--- config.mk ---
export PLATFORM = sky130hd
export DESIGN_NAME = binary_to_decimal_ascii
export DESIGN_NICKNAME = d
export VERILOG_FILES = /design/src/hdl/b2da_pkg.sv /design/src/hdl/b2da_front.sv /design/src/hdl/b2da_queue.sv /design/src/hdl/b2da_convert.sv /design/src/hdl/b2da_emit.sv /design/src/hdl/binary_to_decimal_ascii.sv
export SDC_FILE = /design/constraint.sdc
export NUM_CORES = 1
export LEC_CHECK = 0
export ABC_CLOCK_PERIOD_IN_PS = 5600
export BUFFER_PORTS_ARGS = -buffer_cell sky130_fd_sc_hd__buf_2
export CAP_MARGIN = 30
export CORE_MARGIN = 2
export CORE_UTILIZATION = 55
export CTS_CLUSTER_SIZE = 8
export DETAILED_ROUTE_END_ITERATION = 6
export GPL_ROUTABILITY_DRIVEN = 0
export GPL_TIMING_DRIVEN = 0
export MAX_ROUTING_LAYER = met4
export PLACE_DENSITY = 0.76
export SYNTH_ARGS = -nofsm -noshare
export SYNTH_HDL_FRONTEND = slang
export SYNTH_SLANG_ARGS = --single-unit
--- constraint.sdc ---
create_clock -name clk -period 5.6 [get_ports clk]
set_input_delay 0.84 -clock clk [delete_from_list [all_inputs] [get_ports clk]]
set_output_delay 0.84 -clock clk [all_outputs]
set_load 0.01 [all_outputs]
--- src/hdl/b2da_pkg.sv ---
// Shared types and constants for the binary to decimal ASCII converter.
// Holds the request and text payload structs and the digit sizing helpers.
// No dependencies.
package b2da_pkg;

	localparam int FIELD_BITS = 32;
	localparam int DIGIT_BITS = 4;
	localparam int BITS_PER_STEP = 4;

	localparam logic [7:0] CH_ZERO = 8'h30;
	localparam logic [7:0] CH_NINE = 8'h39;
	localparam logic [7:0] CH_MINUS = 8'h2D;

	localparam logic [DIGIT_BITS-1:0] BCD_ADJ_MIN = 4'd5;
	localparam logic [DIGIT_BITS-1:0] BCD_ADJ = 4'd3;

	typedef struct packed {
		logic [FIELD_BITS-1:0] value;
		logic                  is_signed;
	} req_t;

	typedef struct packed {
		logic [7:0] character;
		logic       last;
	} txt_t;

	// Upper bound on the decimal digits of an unsigned word of the given width.
	function automatic int digit_count(input int bits);
		return (bits * 1233) / 4096 + 1;
	endfunction

	// Word width rounded up to whole conversion steps.
	function automatic int pad_bits(input int bits);
		return ((bits + BITS_PER_STEP - 1) / BITS_PER_STEP) * BITS_PER_STEP;
	endfunction

endpackage

--- src/hdl/b2da_front.sv ---
// Front end of the converter: accepts requests, masks the word and takes its magnitude.
// Depends on b2da_pkg.
module b2da_front #(
	parameter int VALUE_BITS = 32
) (
	input  logic                clk,
	input  logic                arst_n,
	input  logic                req_valid,
	output logic                req_stall,
	input  b2da_pkg::req_t      req,
	output logic                push,
	input  logic                full,
	output logic [VALUE_BITS:0] push_data
);
	import b2da_pkg::*;

	logic [VALUE_BITS-1:0] word;
	logic [VALUE_BITS-1:0] mag;
	logic                  neg;
	logic                  accept;
	logic                  valid_s1;
	logic [VALUE_BITS:0]   data_s1;

	generate
		if (VALUE_BITS <= FIELD_BITS) begin : g_narrow
			assign word = req.value[VALUE_BITS-1:0];
		end else begin : g_wide
			assign word = VALUE_BITS'(req.value);
		end
	endgenerate

	// The most negative value wraps to its own bit pattern, which read unsigned is exact.
	assign neg = req.is_signed & word[VALUE_BITS-1];
	assign mag = neg ? (~word + 1'b1) : word;

	assign push      = valid_s1 & ~full;
	assign req_stall = valid_s1 & full;
	assign accept    = req_valid & ~req_stall;
	assign push_data = data_s1;

	always_ff @(posedge clk or negedge arst_n) begin
		if (!arst_n) begin
			valid_s1 <= 1'b0;
		end else if (accept) begin
			valid_s1 <= 1'b1;
		end else if (push) begin
			valid_s1 <= 1'b0;
		end
	end

	always_ff @(posedge clk) begin
		if (accept) begin
			data_s1 <= {neg, mag};
		end
	end

endmodule

--- src/hdl/b2da_queue.sv ---
// Two-entry queue that decouples the front end from the conversion unit.
// Depends on nothing but its width parameter.
module b2da_queue #(
	parameter int WIDTH = 33
) (
	input  logic             clk,
	input  logic             arst_n,
	input  logic             push,
	input  logic [WIDTH-1:0] push_data,
	output logic             full,
	input  logic             pop,
	output logic [WIDTH-1:0] pop_data,
	output logic             empty
);
	localparam int DEPTH = 2;
	localparam int PTR_W = $clog2(DEPTH);
	localparam int CNT_W = $clog2(DEPTH + 1);

	logic [WIDTH-1:0] slot_q [DEPTH];
	logic [PTR_W-1:0] wr_q;
	logic [PTR_W-1:0] rd_q;
	logic [CNT_W-1:0] cnt_q;
	logic             do_push;
	logic             do_pop;

	assign full     = (cnt_q == CNT_W'(DEPTH));
	assign empty    = (cnt_q == '0);
	assign do_push  = push & ~full;
	assign do_pop   = pop & ~empty;
	assign pop_data = slot_q[rd_q];

	always_ff @(posedge clk or negedge arst_n) begin
		if (!arst_n) begin
			wr_q  <= '0;
			rd_q  <= '0;
			cnt_q <= '0;
		end else begin
			if (do_push) begin
				wr_q <= PTR_W'(wr_q + 1'b1);
			end
			if (do_pop) begin
				rd_q <= PTR_W'(rd_q + 1'b1);
			end
			case ({do_push, do_pop})
				2'b10:   cnt_q <= CNT_W'(cnt_q + 1'b1);
				2'b01:   cnt_q <= CNT_W'(cnt_q - 1'b1);
				default: cnt_q <= cnt_q;
			endcase
		end
	end

	always_ff @(posedge clk) begin
		if (do_push) begin
			slot_q[wr_q] <= push_data;
		end
	end

endmodule

--- src/hdl/b2da_convert.sv ---
// Conversion unit: shift-and-add-three binary to BCD, four bits per cycle.
// Depends on b2da_pkg.
module b2da_convert #(
	parameter int VALUE_BITS = 32,
	localparam int DIGITS = b2da_pkg::digit_count(VALUE_BITS)
) (
	input  logic                     clk,
	input  logic                     arst_n,
	input  logic [VALUE_BITS:0]      q_data,
	input  logic                     q_empty,
	output logic                     q_pop,
	output logic                     bcd_valid,
	input  logic                     bcd_take,
	output logic [DIGITS*4-1:0]      bcd,
	output logic                     neg
);
	import b2da_pkg::*;

	localparam int PAD_BITS = pad_bits(VALUE_BITS);
	localparam int STEPS = PAD_BITS / BITS_PER_STEP;
	localparam int CNT_W = $clog2(STEPS);
	localparam int BCD_W = DIGITS * DIGIT_BITS;

	typedef enum logic [1:0] {
		S_IDLE,
		S_RUN,
		S_DONE
	} state_t;

	state_t              state_q;
	logic [PAD_BITS-1:0] bin_q;
	logic [BCD_W-1:0]    bcd_q;
	logic                neg_q;
	logic [CNT_W-1:0]    step_q;
	logic [PAD_BITS-1:0] bin_nx;
	logic [BCD_W-1:0]    bcd_nx;
	logic                load;

	// Four dependent shift steps; each digit is corrected on its own before the shift.
	always_comb begin
		bcd_nx = bcd_q;
		bin_nx = bin_q;
		for (int s = 0; s < BITS_PER_STEP; s++) begin
			for (int d = 0; d < DIGITS; d++) begin
				if (bcd_nx[d*DIGIT_BITS +: DIGIT_BITS] >= BCD_ADJ_MIN) begin
					bcd_nx[d*DIGIT_BITS +: DIGIT_BITS] =
						bcd_nx[d*DIGIT_BITS +: DIGIT_BITS] + BCD_ADJ;
				end
			end
			bcd_nx = {bcd_nx[BCD_W-2:0], bin_nx[PAD_BITS-1]};
			bin_nx = {bin_nx[PAD_BITS-2:0], 1'b0};
		end
	end

	assign load      = ~q_empty & ((state_q == S_IDLE) | ((state_q == S_DONE) & bcd_take));
	assign q_pop     = load;
	assign bcd_valid = (state_q == S_DONE);
	assign bcd       = bcd_q;
	assign neg       = neg_q;

	always_ff @(posedge clk or negedge arst_n) begin
		if (!arst_n) begin
			state_q <= S_IDLE;
			step_q  <= '0;
			bin_q   <= '0;
			bcd_q   <= '0;
			neg_q   <= 1'b0;
		end else begin
			unique case (state_q)
				S_IDLE: begin
					if (load) begin
						state_q <= S_RUN;
					end
				end
				S_RUN: begin
					bin_q  <= bin_nx;
					bcd_q  <= bcd_nx;
					step_q <= CNT_W'(step_q + 1'b1);
					if (step_q == CNT_W'(STEPS - 1)) begin
						state_q <= S_DONE;
					end
				end
				S_DONE: begin
					if (bcd_take) begin
						state_q <= load ? S_RUN : S_IDLE;
					end
				end
				default: begin
					state_q <= S_IDLE;
				end
			endcase
			if (load) begin
				bin_q  <= PAD_BITS'(q_data[VALUE_BITS-1:0]);
				neg_q  <= q_data[VALUE_BITS];
				bcd_q  <= '0;
				step_q <= '0;
			end
		end
	end

endmodule

--- src/hdl/b2da_emit.sv ---
// Character emitter: walks the BCD digits from the top, drops leading zeros, adds the sign.
// Depends on b2da_pkg.
module b2da_emit #(
	parameter int VALUE_BITS = 32,
	localparam int DIGITS = b2da_pkg::digit_count(VALUE_BITS)
) (
	input  logic                 clk,
	input  logic                 arst_n,
	input  logic                 bcd_valid,
	output logic                 bcd_take,
	input  logic [DIGITS*4-1:0]  bcd,
	input  logic                 neg,
	output logic                 txt_valid,
	input  logic                 txt_stall,
	output b2da_pkg::txt_t       txt
);
	import b2da_pkg::*;

	localparam int BCD_W = DIGITS * DIGIT_BITS;
	localparam int REM_W = $clog2(DIGITS + 1);

	typedef enum logic [1:0] {
		E_IDLE,
		E_SIGN,
		E_DIGITS
	} state_t;

	state_t                state_q;
	logic [BCD_W-1:0]      digits_q;
	logic [REM_W-1:0]      rem_q;
	logic                  started_q;
	logic                  out_valid_q;
	txt_t                  out_q;
	logic                  adv;
	logic [DIGIT_BITS-1:0] top;
	logic                  is_last;
	logic                  show;

	assign adv      = ~out_valid_q | ~txt_stall;
	assign bcd_take = (state_q == E_IDLE);
	assign top      = digits_q[BCD_W-1 -: DIGIT_BITS];
	assign is_last  = (rem_q == REM_W'(1));
	assign show     = started_q | (top != '0) | is_last;

	assign txt_valid = out_valid_q;
	assign txt       = out_q;

	always_ff @(posedge clk or negedge arst_n) begin
		if (!arst_n) begin
			state_q     <= E_IDLE;
			digits_q    <= '0;
			rem_q       <= '0;
			started_q   <= 1'b0;
			out_valid_q <= 1'b0;
			out_q       <= '0;
		end else begin
			unique case (state_q)
				E_IDLE: begin
					if (adv) begin
						out_valid_q <= 1'b0;
					end
					if (bcd_valid) begin
						digits_q  <= bcd;
						rem_q     <= REM_W'(DIGITS);
						started_q <= 1'b0;
						state_q   <= neg ? E_SIGN : E_DIGITS;
					end
				end
				E_SIGN: begin
					if (adv) begin
						out_valid_q     <= 1'b1;
						out_q.character <= CH_MINUS;
						out_q.last      <= 1'b0;
						state_q         <= E_DIGITS;
					end
				end
				E_DIGITS: begin
					if (adv) begin
						out_valid_q <= show;
						if (show) begin
							out_q.character <= CH_ZERO + 8'(top);
							out_q.last      <= is_last;
							started_q       <= 1'b1;
						end
						digits_q <= {digits_q[BCD_W-DIGIT_BITS-1:0], {DIGIT_BITS{1'b0}}};
						rem_q    <= REM_W'(rem_q - 1'b1);
						if (is_last) begin
							state_q <= E_IDLE;
						end
					end
				end
				default: begin
					if (adv) begin
						out_valid_q <= 1'b0;
					end
					state_q <= E_IDLE;
				end
			endcase
		end
	end

endmodule

--- src/hdl/binary_to_decimal_ascii.sv ---
// Binary to decimal ASCII converter, top level. An accepted request is registered in the
// front end, queued, converted to BCD and then sent one character at a time by the emitter.
// The emitter steps through every digit position, leading zeros included, and so sets the
// throughput; the front end and the queue take further requests while it is busy, until full.
// arst_n clears all control state at once. Depends on b2da_pkg and the four submodules.
module binary_to_decimal_ascii #(
	parameter int VALUE_BITS = 32
) (
	input  logic           clk,
	input  logic           arst_n,
	input  logic           req_valid,
	output logic           req_stall,
	input  b2da_pkg::req_t req,
	output logic           txt_valid,
	input  logic           txt_stall,
	output b2da_pkg::txt_t txt
);
	import b2da_pkg::*;

	localparam int DIGITS = digit_count(VALUE_BITS);

	// Queue traffic: a sign flag above the magnitude.
	logic                  push;
	logic                  full;
	logic [VALUE_BITS:0]   push_data;
	logic                  pop;
	logic                  empty;
	logic [VALUE_BITS:0]   pop_data;

	// Hand-off of a finished BCD word from the conversion unit to the emitter.
	logic                  bcd_valid;
	logic                  bcd_take;
	logic [DIGITS*4-1:0]   bcd;
	logic                  neg;

	// The front end takes a request, keeps only the low VALUE_BITS bits and, for a negative
	// signed word, replaces it by its magnitude. The most negative value needs no special
	// handling, as its negation read as unsigned is exactly its magnitude.
	b2da_front #(
		.VALUE_BITS (VALUE_BITS)
	) u_front (
		.clk       (clk),
		.arst_n    (arst_n),
		.req_valid (req_valid),
		.req_stall (req_stall),
		.req       (req),
		.push      (push),
		.full      (full),
		.push_data (push_data)
	);

	// A short queue lets the front end keep taking requests while the back end is busy.
	b2da_queue #(
		.WIDTH (VALUE_BITS + 1)
	) u_queue (
		.clk       (clk),
		.arst_n    (arst_n),
		.push      (push),
		.push_data (push_data),
		.full      (full),
		.pop       (pop),
		.pop_data  (pop_data),
		.empty     (empty)
	);

	// The conversion unit runs shift-and-add-three four bits at a time and holds the BCD
	// result until the emitter is free, so it can start on the next magnitude straight away.
	b2da_convert #(
		.VALUE_BITS (VALUE_BITS)
	) u_convert (
		.clk       (clk),
		.arst_n    (arst_n),
		.q_data    (pop_data),
		.q_empty   (empty),
		.q_pop     (pop),
		.bcd_valid (bcd_valid),
		.bcd_take  (bcd_take),
		.bcd       (bcd),
		.neg       (neg)
	);

	// The emitter sends an optional minus sign and then the digits, most significant first.
	// Leading zeros are dropped, but the units digit is always sent, so zero gives a lone '0'.
	// Its output register holds the current character while it stalls; the next one is prepared only as it is taken.
	b2da_emit #(
		.VALUE_BITS (VALUE_BITS)
	) u_emit (
		.clk       (clk),
		.arst_n    (arst_n),
		.bcd_valid (bcd_valid),
		.bcd_take  (bcd_take),
		.bcd       (bcd),
		.neg       (neg),
		.txt_valid (txt_valid),
		.txt_stall (txt_stall),
		.txt       (txt)
	);

endmodule

# Word level (Yosys, flattened, before mapping)
# Memories as Yosys holds them, arrays and structs flattened.
# Cells that the tools add are included.
[word_totals]
reg_bits = 173
latchBits = 0
ram_bits = 66
rom_bits = 0
input_bits = 37
out_inout_bits = 11
word_cells = 236
n_memories = 1
[memory_table]
columns = ["memory", "depth", "word_bits", "rd", "rd_clocked_by_memory_dff", "write_ports", "line_no", "text"]
rows = [
  ["u_queue.slot_q", 2, 33, 1, 0, 1, "b2da_queue.sv:19", "logic [WIDTH-1:0] slot_q [DEPTH];"],
]
[classes]
n_addsub = 48
n_mul = 0
n_div = 0
n_lt_le_gt_ge = 40
n_eq_ne = 17
n_shift = 0
n_mux = 81
bitwise = 18
n_reduce_logical = 14
[ops]
columns = ["cell", "n"]
rows = [
  ["$ge A4 B3 Y1 const B", 40],
  ["$mux W40", 4],
  ["$mux W4", 38],
  ["$add A4 B2 Y4 const B", 36],
  ["$mux W32", 3],
  ["$pmux W40 S2", 1],
  ["$add A32 B1 Y32 const B", 1],
  ["$not A32 Y32", 1],
  ["$mux W9", 3],
  ["$mux W3", 6],
  ["$pmux W9 S2", 1],
  ["$mux W2", 8],
  ["$ne A2 B1 Y1 const B", 7],
  ["$add A3 B2 Y3 const B", 4],
  ["$pmux W2 S3", 2],
  ["$reduce_and A4 Y1", 3],
  ["$mux W1", 11],
  ["$reduce_bool A2 Y1", 5],
  ["$and A1 B1 Y1", 8],
  ["$eq A2 B2 Y1 const B", 4],
  ["$pmux W4 S2", 1],
  ["$add A6 B4 Y7 const A", 1],
  ["$eq A2 B1 Y1 const B", 3],
  ["$logic_not A2 Y1", 3],
  ["14 further kinds", 24],
]

# Depth between registers and ports, before layout
# Gate-level depths: netlist (run 1).
[logic_depth]
depth_word = 10
depth_mapped = 21

# Modules after synthesis
# From an unflattened synthesis (run 1), not the netlist that was laid out.
[unflattened]
cells_unflattened = 1604
hier_area_um2 = 15376.0
[by_module_without_submodules]
columns = ["module", "n_inst", "cells_each", "area_per_inst_um2", "seq_area_each_um2"]
rows = [
  ["b2da_convert", 1, 1068, 8146.6, 1951.9],
  ["b2da_emit", 1, 274, 2740.1, 1376.3],
  ["b2da_queue", 1, 121, 2730.1, 2082.0],
  ["b2da_front", 1, 141, 1759.2, 1016.0],
]

# Least setup slack after synthesis (run 1)
# OpenSTA, ideal clock, no wires.
[synth_timing]
kind = "register to register"
startpoint = "register u_convert.bcd_q[12], in the netlist u_convert.bcd[12]"
endpoint = "register u_convert.bcd_q[14], in the netlist u_convert.bcd[14]"
setup_ns = 0.136
arrival_ns = 3.630
required_ns = 5.464
setup_slack_ns = 1.834
path_stages_with_launch = 18
period_less_slack_ns = 3.766
path_cell_list = "dfrtp_1 -> inv_1 -> ha_1 -> and2b_1 -> o21ai_1 -> or2_2 -> ha_1 -> o21bai_1 -> a211oi_1 -> or2_2 -> ha_1 -> nor2_1 -> a221oi_4 -> nor2_1 -> ha_1 -> or3_1 -> a31oi_1 -> o31ai_1"
[synth_between]
elab_chain_len = 10
word_cells_on_any_way = 14
[synth_lines]
columns = ["item", "line_no", "text"]
rows = [
  ["start, declared", "b2da_convert.sv:32", "logic [BCD_W-1:0] bcd_q;"],
  ["start signal, assigned", "b2da_convert.sv:77", "bcd_q <= bcd_nx;"],
  ["$add A4 B2 Y4 or $ge A4 B3 Y1 (tied branches)", "b2da_convert.sv:47, b2da_convert.sv:45", ""],
  ["$mux W4 *", "b2da_convert.sv:45", "if (bcd_nx[d*DIGIT_BITS +: DIGIT_BITS] >= BCD_ADJ_MIN) begin"],
  ["$add A4 B2 Y4 or $ge A4 B3 Y1 (tied branches)", "b2da_convert.sv:47, b2da_convert.sv:45", ""],
  ["$mux W4 *", "b2da_convert.sv:45", ""],
  ["$ge A4 B3 Y1 or $add A4 B2 Y4 (tied branches)", "b2da_convert.sv:45, b2da_convert.sv:47", ""],
  ["$mux W4 *", "b2da_convert.sv:45", ""],
  ["$add A4 B2 Y4 or $ge A4 B3 Y1 (tied branches)", "b2da_convert.sv:47, b2da_convert.sv:45", ""],
  ["$mux W4 *", "b2da_convert.sv:45", ""],
  ["$mux W40 *", "b2da_convert.sv:69", "unique case (state_q)"],
  ["$mux W40 *", "b2da_convert.sv:92", "if (load) begin"],
]
# Mark *: on every way between the ends. The rest lies on a longest branch, timed or not. The select of a mux whose other input is x is not followed.
# A chain may end at the register's enable or synchronous reset.

# Worst setup path after layout (run 1)
# Same ends and word-level chain as after synthesis.

==> impl_metrics.csv, run 1 <==
group,metric,value,unit
global_routing,antenna_found_initial,0,
die,core_region_area,27000,um^2
timing,layout_setup_ws,1.37,ns
clocking,cts_root_buf,"clkbuf_16",
timing,tightest_slew,0.903,ns
worst_setup_path,worstPathMaxFanout,7,
flow_run,max_cap_violations,0,
global_routing,overflow,0,
timing,finClkSkew,0.0224,ns
synthesis,yosysSeqAreaShare,42.4,%
synthesis,yosysTopAreaCellShare,22.8,%
timing,slew_violations,0,
synthesis,synth_simple_gate_area_share,16.2,%
worst_setup_path,cpMaxStageDelayCell,"dfrtp_1",
worst_setup_path,cp-start-kind,"flop",
worst_setup_path,critPathKind,"reg -> reg",
drt,wl_per_cell,17.2,um
synthesis,synth_compound_area_share,23.2,%
timing,rsz0062_at_grt,"false",
synthesis,syn-cell-area,15100,um^2
worst_setup_path,critPathArrivalTime,4.59,ns
synthesis,synthCells,1573,
timing,fin_crit,4.23,ns
drt,avgViaCountPerCell,6.14,
synthesis,synth_top_family_by_area,"compound AO/OA/AOI/OAI gates",
clocking,htreeDepth,2,
worst_setup_path,critPathBufInv,1,
synthesis,synth_area_leaders,"dfrtp_1 23%, edfxtp_1 20%, mux2i_1 5.9%",
die,pin_count,48,
synthesis,synth_edf_count,99,
global_routing,grt_first_pass_wirelength,57400,um
drt,dr.pass1.iters,5,
die,start_util,56.0,%
drt,dr_total_vias,12378,
timing,fmax,236,MHz
hold_path,min_path_type,"in -> async",
worst_setup_path,path_common_cell,"ha_1",
timing,setup_viol,0,
clocking,cts_buffers,35,
worst_setup_path,crit_chain,"inv_1, ha_1, and2b_1, o21ai_1, or2_2, ha_1, o21bai_1, a211oi_1, or2_2, ha_1, nor2_1, a221oi_4, nor2_1, ha_1, or3_1, a31oi_1, o31ai_1",
worst_setup_path,r2r_slack,1.37,ns
global_routing,gr-usage-all-layers,24.9,%
die,fp.dieArea,28900,um^2
drt,wirelength,34700,um
timing,finalHoldViolations,0,
worst_setup_path,endpoint_kind,"flop",
final_layout,layout.nets,1751,
status,status,"completed",
synthesis,yosysUniqueCellTypes,103,
placed_design,place_hpwl,24700,um
synthesis,yosysTopAreaCell,"dfrtp_1",
timing,setup-tns-final,0,ns
final_layout,diodes,0,
synthesis,synth-xor-area-share,2.49,%
synthesis,synth-main-ff-cell,"dfrtp_1",
worst_setup_path,crit-reg2reg-launch,"u_convert.bcd[12]",
final_layout,area_delta_synth_final,11.2,%
die,fp.dieW,170,um
global_routing,grt_max_degree,76,
synthesis,async_reset_ff_share,58.2,%
worst_setup_path,required,5.95,ns
final_layout,final_common_cell,"nand2_1",
die,rows,60,
worst_setup_path,r2r.worst_path.cells,17,
global_routing,grt_pass1_vias,11926,
timing,finalCritPeriodShare,75.6,%
final_layout,layout_common_cells,"155 x nand2_1, 138 x dfrtp_1, 129 x o21ai_0, 105 x nor2_1, 99 x edfxtp_1",
clocking,cts_sinks,237,
synthesis,synthAdderAreaFrac,4.63,%
placed_design,io_buffers,45,
worst_setup_path,startpoint,"u_convert.bcd[12]",
timing,slew_headroom,39.7,%
final_layout,drive_above_1_share,11.4,%
clocking,cts_tree,"yes",
synthesis,syn_area_per_cell,9.63,um^2
synthesis,synth-seq-cells,237,
drt,drt_iter0_markers,784,
clocking,postCtsSetupBuffers,0,
clocking,hold_buffers,0,
worst_setup_path,crit_cells,17,
clocking,postCtsResizedCells,0,
worst_setup_path,slowest_delay,0.47,ns
clocking,clock_path_buffers,3,
die,fp.dieH,170,um
drt,ant_nets,0,
drt,drc,0,
placed_design,place_ws,1.34,ns
clocking,clkTransAtPathRegs,0.05,ns
worst_setup_path,path_delay_family,"simple AND/OR/NAND/NOR gates",
synthesis,yosys_warnings,0,
clocking,insertion_delay,0.51,ns
synthesis,synth_mux_area_share,7.25,%
[cells by family (layout without fill, tap and decap cells)]
| logic type | Yosys count | count (layout) |
|---|---|---|
| simple gates | 494 | 494 |
| compound gates | 493 | 493 |
| flops | 237 | 237 |
| buf+inv | 144 | 244 |
| mux | 105 | 105 |
| fa+ha+maj | 56 | 56 |
| xor+xnor | 43 | 43 |
| other cells | 1 | 2 |
[stage by stage]
step           util [%]  instance area (um^2)  hold WS [ns]  std cells
6_report           62.3                 16800         0.326       2015
5_1_grt            62.3                 16800         0.381       2015
4_1_cts            62.3                 16800         0.349       2015
3_5_place_dp       58.7                 15900         0.429       1962
3_3_place_gp       58.5                 15800         0.424       1960
2_1_floorplan         -                 15100         0.421       1574
[sequential cells by signal, indices dropped and copies added (netlist names)]
register / cells
u_convert.bin_q: 32
u_queue.rd_q: 1
u_front.valid_s1: 1
u_emit.rem_q: 4
u_emit.digits_q: 40
u_emit.state_q: 2
u_emit.started_q: 1
u_front.push_data: 33
u_convert.step_q: 3
u_queue.cnt_q: 2
u_queue.wr_q: 1
u_convert.neg: 1
u_emit.txt: 7
u_emit.txt_valid: 1
u_convert.state_q: 2
u_queue.slot_q: 66
u_convert.bcd: 40
[cells in the mapped netlist, types with 7 or more instances]
cell and count:
nand2_1 155, dfrtp_1 138, o21ai_0 129, nor2_1 106, edfxtp_1 99, mux2i_1 89, a21oi_1 71, inv_1 67
ha_1 56, clkbuf_1 49, nor3_1 44, a221o_1 32, nand3_1 29, nand2b_1 28, xnor2_1 28, o21ai_1 25
a211oi_1 23, or3_1 20, o211ai_1 16, o21a_1 16, or2_2 16, and2_1 15, and3_1 15, o31ai_1 15
xor2_1 15, buf_2 13, nor2b_1 13, a211o_1 12, o21bai_1 12, a31oi_1 11, mux2_2 10, o211a_1 9
a211oi_2 8, a21o_1 8, o22ai_1 8, a22o_1 7, buf_1 7, o211ai_2 7, or2_1 7
[per-layer routing]
metal	up-vias	global-route usage (%)	part of all wire, %
met5	-	-	0
met4	0	7.69	2.3
met3	71	2.67	4.1
met2	361	43.7	51
met1	5926	30.5	43
li1	6020	-	-
[cell type report]
| cell class | count | area [um^2] |
|---|---|---|
| multi-input cells | 1193 | 8160 |
| fillers | 2231 | 10200 |
| inverters | 71 | 267 |
| repair buffers | 47 | 287 |
| plain buffers | 73 | 305 |
| clock buffers | 50 | 932 |
| clock inverters | 3 | 37.5 |
| flip-flops and latches | 237 | 6430 |
| well taps | 341 | 427 |
[worst paths after layout]
check	endpoint
setup / recovery	u_convert.bcd[14]
max in group asynchronous	u_convert.bcd[23]
hold reg to reg	u_queue.slot_q[1][4]
min in group clk	u_queue.slot_q[1][4]
hold / removal	u_emit.txt[2]
setup reg to reg	u_convert.bcd[14]
Power of run 1 is left out: the tool's default activity adds up to more than one toggle a clock period on the data nets, which glitch-free logic cannot reach.
==> run 2, diff against run 1 <==
- ABC_CLOCK_PERIOD_IN_PS: 5600 -> 3500
- PLACE_DENSITY: 0.76 -> 0.79
- clock period: 5.6 -> 3.5 ns (I/O delays scaled with it)
==> run 2 against run 1 <==
Compared with the run above: the flow now finishes with violations (negative setup slack); critical path depth down 1; design area increased by 16%; fmax grew 10%; sequential share of layout area down 5.2 points; sequential cell count unchanged; setup slack got worse by 1.7 ns; register-to-register slack lost 1.7 ns; first-iteration DRC count is 43% higher; clock-buffer cell count is 2 higher; die area unchanged; global-route usage up 2.5 points; clock skew down 0.0041 ns; critical endpoint is now u_convert.bcd[33]; largest cell class unchanged.
==> impl_metrics.csv, run 2 (same netlist as run 1, synthesis figures left out) <==
group,metric,value,unit
status,status,"finished, violations left",
status,violations,"negative setup slack",
timing,fmax,260,MHz
final_layout,area_delta_synth_final,29.0,%
timing,finalHoldViolations,0,
placed_design,place_ws,-0.553,ns
clocking,insertion_delay,0.53,ns
drt,ant_nets,0,
global_routing,gr-usage-all-layers,27.4,%
worst_setup_path,r2r_end,"u_convert.bcd[33]",
final_layout,drive_above_1_share,31.8,%
timing,tightest_slew,0.936,ns
die,fp.dieW,170,um
worst_setup_path,endpoint_kind,"flop",
worst_setup_path,crit-reg2reg-launch,"u_convert.bcd[28]",
hold_path,min_path_type,"in -> reg",
global_routing,grt_max_degree,102,
placed_design,dp_cells,1962,
die,start_util,56.0,%
timing,finClkSkew,0.0183,ns
final_layout,layout_common_cells,"148 x nand2_1, 130 x buf_4, 125 x dfrtp_1, 107 x o21ai_0, 99 x edfxtp_1",
worst_setup_path,worstPathMaxFanout,6,
final_layout,final_common_cell,"nand2_1",
final_layout,largest_reg_flops,66,
worst_setup_path,critPathArrivalTime,4.26,ns
final_layout,layout.nets,1887,
clocking,cts_buffers,35,
final_layout,finalNonFillerCells,2153,
timing,setup_viol,10,
die,pin_count,48,
timing,finalCritPeriodShare,110,%
global_routing,grt_first_pass_wirelength,62700,um
worst_setup_path,cp-start-kind,"flop",
placed_design,place_hpwl,25300,um
timing,fin_crit,3.84,ns
die,fp.dieH,170,um
global_routing,antenna_found_initial,0,
clocking,clkTransAtPathRegs,0.05,ns
clocking,clock_path_buffers,3,
final_layout,diodes,0,
drt,drc,0,
die,core_region_area,27000,um^2
worst_setup_path,r2r.worst_path.cells,16,
flow_run,max_cap_violations,0,
hold_path,min-delay-start,"req_valid",
drt,drt_iter0_markers,1123,
drt,wirelength,43100,um
timing,slew_violations,0,
worst_setup_path,required,3.92,ns
hold_path,hold_end,"u_front.valid_s1",
drt,avgViaCountPerCell,6.41,
die,fp.dieArea,28900,um^2
clocking,cts_sinks,237,
die,rows,60,
clocking,cts_root_buf,"clkbuf_16",
drt,wl_per_cell,20.0,um
timing,layout_setup_ws,-0.343,ns
drt,dr_total_vias,13805,
hold_path,hold_depth,2,
timing,setup-tns-final,-1.53,ns
final_layout,regArea,6440,um^2
clocking,cts_tree,"yes",
global_routing,overflow,0,
timing,rsz0062_at_grt,"true",
drt,dr.pass1.iters,6,
final_layout,top_register,"u_queue.slot_q",
final_layout,multi_input_area,9720,um^2
worst_setup_path,r2r_slack,-0.34,ns
placed_design,io_buffers,45,
final_layout,n_fill_cell,1761,
timing,slew_headroom,37.6,%
clocking,htreeDepth,2,
worst_setup_path,critPathKind,"reg -> reg",
global_routing,grt_pass1_vias,12990,
-- run 2: cell count changes in the layout (fill, tap and decap cells not counted), sizes merged --
cell / change
clkinvlp: +1
dlygate4sd3: +1
clkbuf: +3
clkinv: -1
buf: +134
-- run 2: layout make-up --
type,instances,share of cell area (%)
plain buffers,73,1.58
clock buffers,52,4.86
clock inverters,3,0.282
inverters,71,1.42
multi-input cells,1193,49.8
flip-flops and latches,237,33.0
well taps,341,2.18
repair buffers,183,6.88
-- run 2: per-stage QoR --
| stage | hold slack [ns] | cell area [um^2] | util (%) |
|---|---|---|---|
| after floorplan | 0.229 | 15200 | - |
| after global placement | 0.424 | 15900 | 58.8 |
| after detailed placement | 0.433 | 15900 | 59.0 |
| after CTS | 0.200 | 18000 | 66.5 |
| after global routing | 0.226 | 19500 | 72.3 |
| final | 0.200 | 19500 | 72.3 |
-- run 2: critical path, stage by stage, from the launching register on --
cell	delay [ns]
dfrtp_2	0.46
inv_2	0.10
ha_4	0.16
nor2b_4	0.26
o21ai_0	0.25
nor2_2	0.34
and3_1	0.31
or2_4	0.19
inv_1	0.10
ha_4	0.19
or3_4	0.37
o221a_4	0.24
o22ai_4	0.17
ha_4	0.17
nand2b_4	0.12
a21oi_2	0.06
o31ai_2	0.24
-- run 2: repair_timing --
action / 4_1_cts / 5_1_grt
gates resized for setup: 136 / 222
endpoints found under the hold margin: 37 / 0
setup buffers: 63 / 73
hold buffers: 1 / 0
endpoints found under the setup margin: 37 / 53
pin swaps: 59 / 102
-- run 2: metal layers --
layer	GRT usage, %	part of all wire (%)	up-vias	routed length (um)
li1	-	-	6294	-
met1	31.8	39	6706	16700
met2	47.8	51	623	21900
met3	4.12	6.1	182	2630
met4	10.9	4.5	0	1930
met5	-	0	-	0
-- run 2: worst max-delay path by stage --
stage / from / endpoint / slack (ns) / cells after the start
after floorplan: u_convert.bcd[12] / u_convert.bcd[14] / -0.03 / 16
after global placement: u_convert.bcd[32] / u_convert.bcd[38] / -0.40 / 18
after detailed placement: u_convert.bcd[32] / u_convert.bcd[38] / -0.55 / 18
after CTS: u_convert.bcd[33] / u_convert.bcd[38] / -0.03 / 17
after global routing: u_convert.bcd[28] / u_convert.bcd[33] / -0.35 / 16
final: u_convert.bcd[28] / u_convert.bcd[33] / -0.34 / 16
Power of run 2 is left out for the same reason.
==> run 3, diff against run 2 <==
--- a/config.mk
+++ b/config.mk
@@ -10,5 +10,5 @@
 export CAP_MARGIN = 30
 export CORE_MARGIN = 2
-export CORE_UTILIZATION = 55
+export CORE_UTILIZATION = 41
 export CTS_CLUSTER_SIZE = 8
 export DETAILED_ROUTE_END_ITERATION = 6
@@ -16,5 +16,5 @@
 export GPL_TIMING_DRIVEN = 0
 export MAX_ROUTING_LAYER = met4
-export PLACE_DENSITY = 0.79
+export PLACE_DENSITY = 0.63
 export SYNTH_ARGS = -nofsm -noshare
 export SYNTH_HDL_FRONTEND = slang
==> constraint.sdc (replaced) <==
create_clock -name clk -period 3.5 [get_ports clk]
set_input_delay 0.525 -clock clk [delete_from_list [all_inputs] [get_ports clk]]
set_output_delay 0.525 -clock clk [all_outputs]
set_load 0.1 [all_outputs]
==> run 3 against run 2 <==
Compared with the run above: global-route usage is 6.8 points lower; clock skew is 0.0021 ns lower; setup slack better by 0.33 ns; die area is 33% higher; fmax is 9.5% higher; highest routed layer unchanged; the flow still finishes with violations (negative setup slack); clock-buffer cell count is 2 lower; via count is 5.3% lower; worst hold slack worse by 0.14 ns; non-clock buffer count is 3 higher.
==> impl_metrics.csv, run 3 (same netlist as run 1, synthesis figures left out) <==
group,metric,value,unit
status,status,"finished, violations left",
status,violations,"negative setup slack",
clocking,insertion_delay,0.52,ns
final_layout,area_delta_synth_final,28.5,%
timing,fmax,285,MHz
final_layout,drive_above_1_share,31.0,%
clocking,cts_tree,"yes",
worst_setup_path,path_common_cell,"ha_4",
worst_setup_path,cpMaxStageDelayCell,"dfrtp_2",
die,start_util,41.5,%
timing,setup_viol,1,
global_routing,overflow,0,
timing,finClkSkew,0.0162,ns
global_routing,grt_max_degree,84,
placed_design,place_ws,-0.547,ns
worst_setup_path,slowest_delay,0.44,ns
hold_path,min_path_type,"in -> async",
placed_design,dp_cells,2090,
timing,fin_crit,3.51,ns
drt,wirelength,40400,um
clocking,clkTransAtPathRegs,0.06,ns
final_layout,post-route-util,53.3,%
final_layout,top_register,"u_queue.slot_q",
timing,finalHoldViolations,0,
worst_setup_path,critPathArrivalTime,3.88,ns
drt,dr.pass1.iters,5,
die,rows,70,
timing,slew_violations,0,
clocking,cts_root_buf,"clkbuf_16",
final_layout,diodes,0,
final_layout,largest_reg_flops,66,
timing,tightest_slew,0.934,ns
final_layout,final_common_cell,"nand2_1",
die,pin_count,48,
clocking,clock_path_buffers,3,
drt,drt_iter0_markers,730,
global_routing,gr-usage-all-layers,20.6,%
worst_setup_path,r2r_slack,-0.01,ns
placed_design,place_hpwl,26300,um
worst_setup_path,worstPathMaxFanout,4,
global_routing,antenna_found_initial,0,
clocking,cts_sinks,237,
timing,slew_headroom,37.7,%
die,fp.dieH,196,um
worst_setup_path,critPathKind,"reg -> reg",
global_routing,grt_first_pass_wirelength,63000,um
final_layout,layout_common_cells,"148 x nand2_1, 142 x buf_4, 124 x dfrtp_1, 107 x o21ai_0, 99 x edfxtp_1",
drt,ant_nets,0,
worst_setup_path,crit-reg2reg-launch,"u_convert.bcd[12]",
worst_setup_path,cp-start-kind,"flop",
global_routing,grt_pass1_vias,12584,
die,core_region_area,36500,um^2
drt,dr_total_vias,13075,
final_layout,layout.nets,1890,
timing,layout_setup_ws,-0.00989,ns
worst_setup_path,endpoint_kind,"flop",
drt,drc,0,
die,fp.dieW,196,um
die,fp.dieArea,38500,um^2
clocking,htreeDepth,2,
timing,rsz0062_at_grt,"true",
clocking,cts_buffers,35,
clocking,hold_buffers,0,
timing,finalCritPeriodShare,100,%
worst_setup_path,r2r.worst_path.cells,17,
flow_run,max_cap_violations,0,
placed_design,io_buffers,45,
worst_setup_path,crit_chain,"inv_2, ha_4, and2b_2, o21ai_4, or2_4, ha_4, o21bai_4, a211oi_2, or2_4, ha_4, nor2_2, a221oi_4, nor2_2, ha_2, or3_1, a31oi_1, o31ai_1",
drt,avgViaCountPerCell,5.73,
timing,setup-tns-final,-0.00989,ns
worst_setup_path,required,3.87,ns
drt,wl_per_cell,17.7,um
final_layout,finalNonFillerCells,2281,
worst_setup_path,r2r_end,"u_convert.bcd[14]",
==> run 3: cell type report <==
cell class              count  area (um^2)
plain buffers              73          309
clock buffers              50          932
clock inverters             3         37.5
fillers                  3186        17100
inverters                  71          283
multi-input cells        1193         9530
flip-flops and latches    237         6440
well taps                 468          586
repair buffers            186         1340
==> run 3: worst max-delay path, delay by kind of cell (launching register included) <==
family	cells	cell delay [ns]
simple gates	6	1.09
compound gates	6	1.09
fa+ha+maj	4	0.66
flops	1	0.44
buf+inv	1	0.10
==> run 3: how the worst max path moves through the flow <==
stage | start | end | slack, ns | cells past startpoint
6_report | u_convert.bcd[12] | u_convert.bcd[14] | -0.01 | 17
5_1_grt | u_convert.bcd[12] | u_convert.bcd[14] | -0.12 | 17
4_1_cts | u_convert.bcd[29] | u_convert.bcd[38] | -0.01 | 18
3_5_place_dp | u_convert.bcd[32] | u_convert.bcd[38] | -0.55 | 18
3_3_place_gp | u_convert.bcd[32] | u_convert.bcd[38] | -0.47 | 18
2_1_floorplan | u_convert.bcd[12] | u_convert.bcd[14] | -0.03 | 16
==> run 3: routing by layer <==
| metal | global-route usage [%] | share of wire, % | up-vias |
|---|---|---|---|
| met1 | 24.5 | 42 | 6357 |
| met2 | 36.0 | 51 | 317 |
| met5 | - | 0 | - |
| met3 | 2.91 | 3.9 | 99 |
| met4 | 6.68 | 2.9 | 0 |
| li1 | - | - | 6302 |
==> run 3: what timing repair did <==
action / in CTS / in global routing
setup buffers: 64 / 74
resized for setup: 129 / 191
endpoints found under the setup margin: 37 / 32
cloned: 0 / 0
pin swaps: 55 / 127
==> run 3: through the flow <==
stage / instance area, um^2 / hold slack, ns
finish: 19500 / 0.0611
global route: 19500 / 0.138
CTS: 18100 / 0.104
detailed placement: 16100 / 0.430
global placement: 16000 / 0.425
floorplan: 15200 / 0.229
Power of run 3 is left out for the same reason.
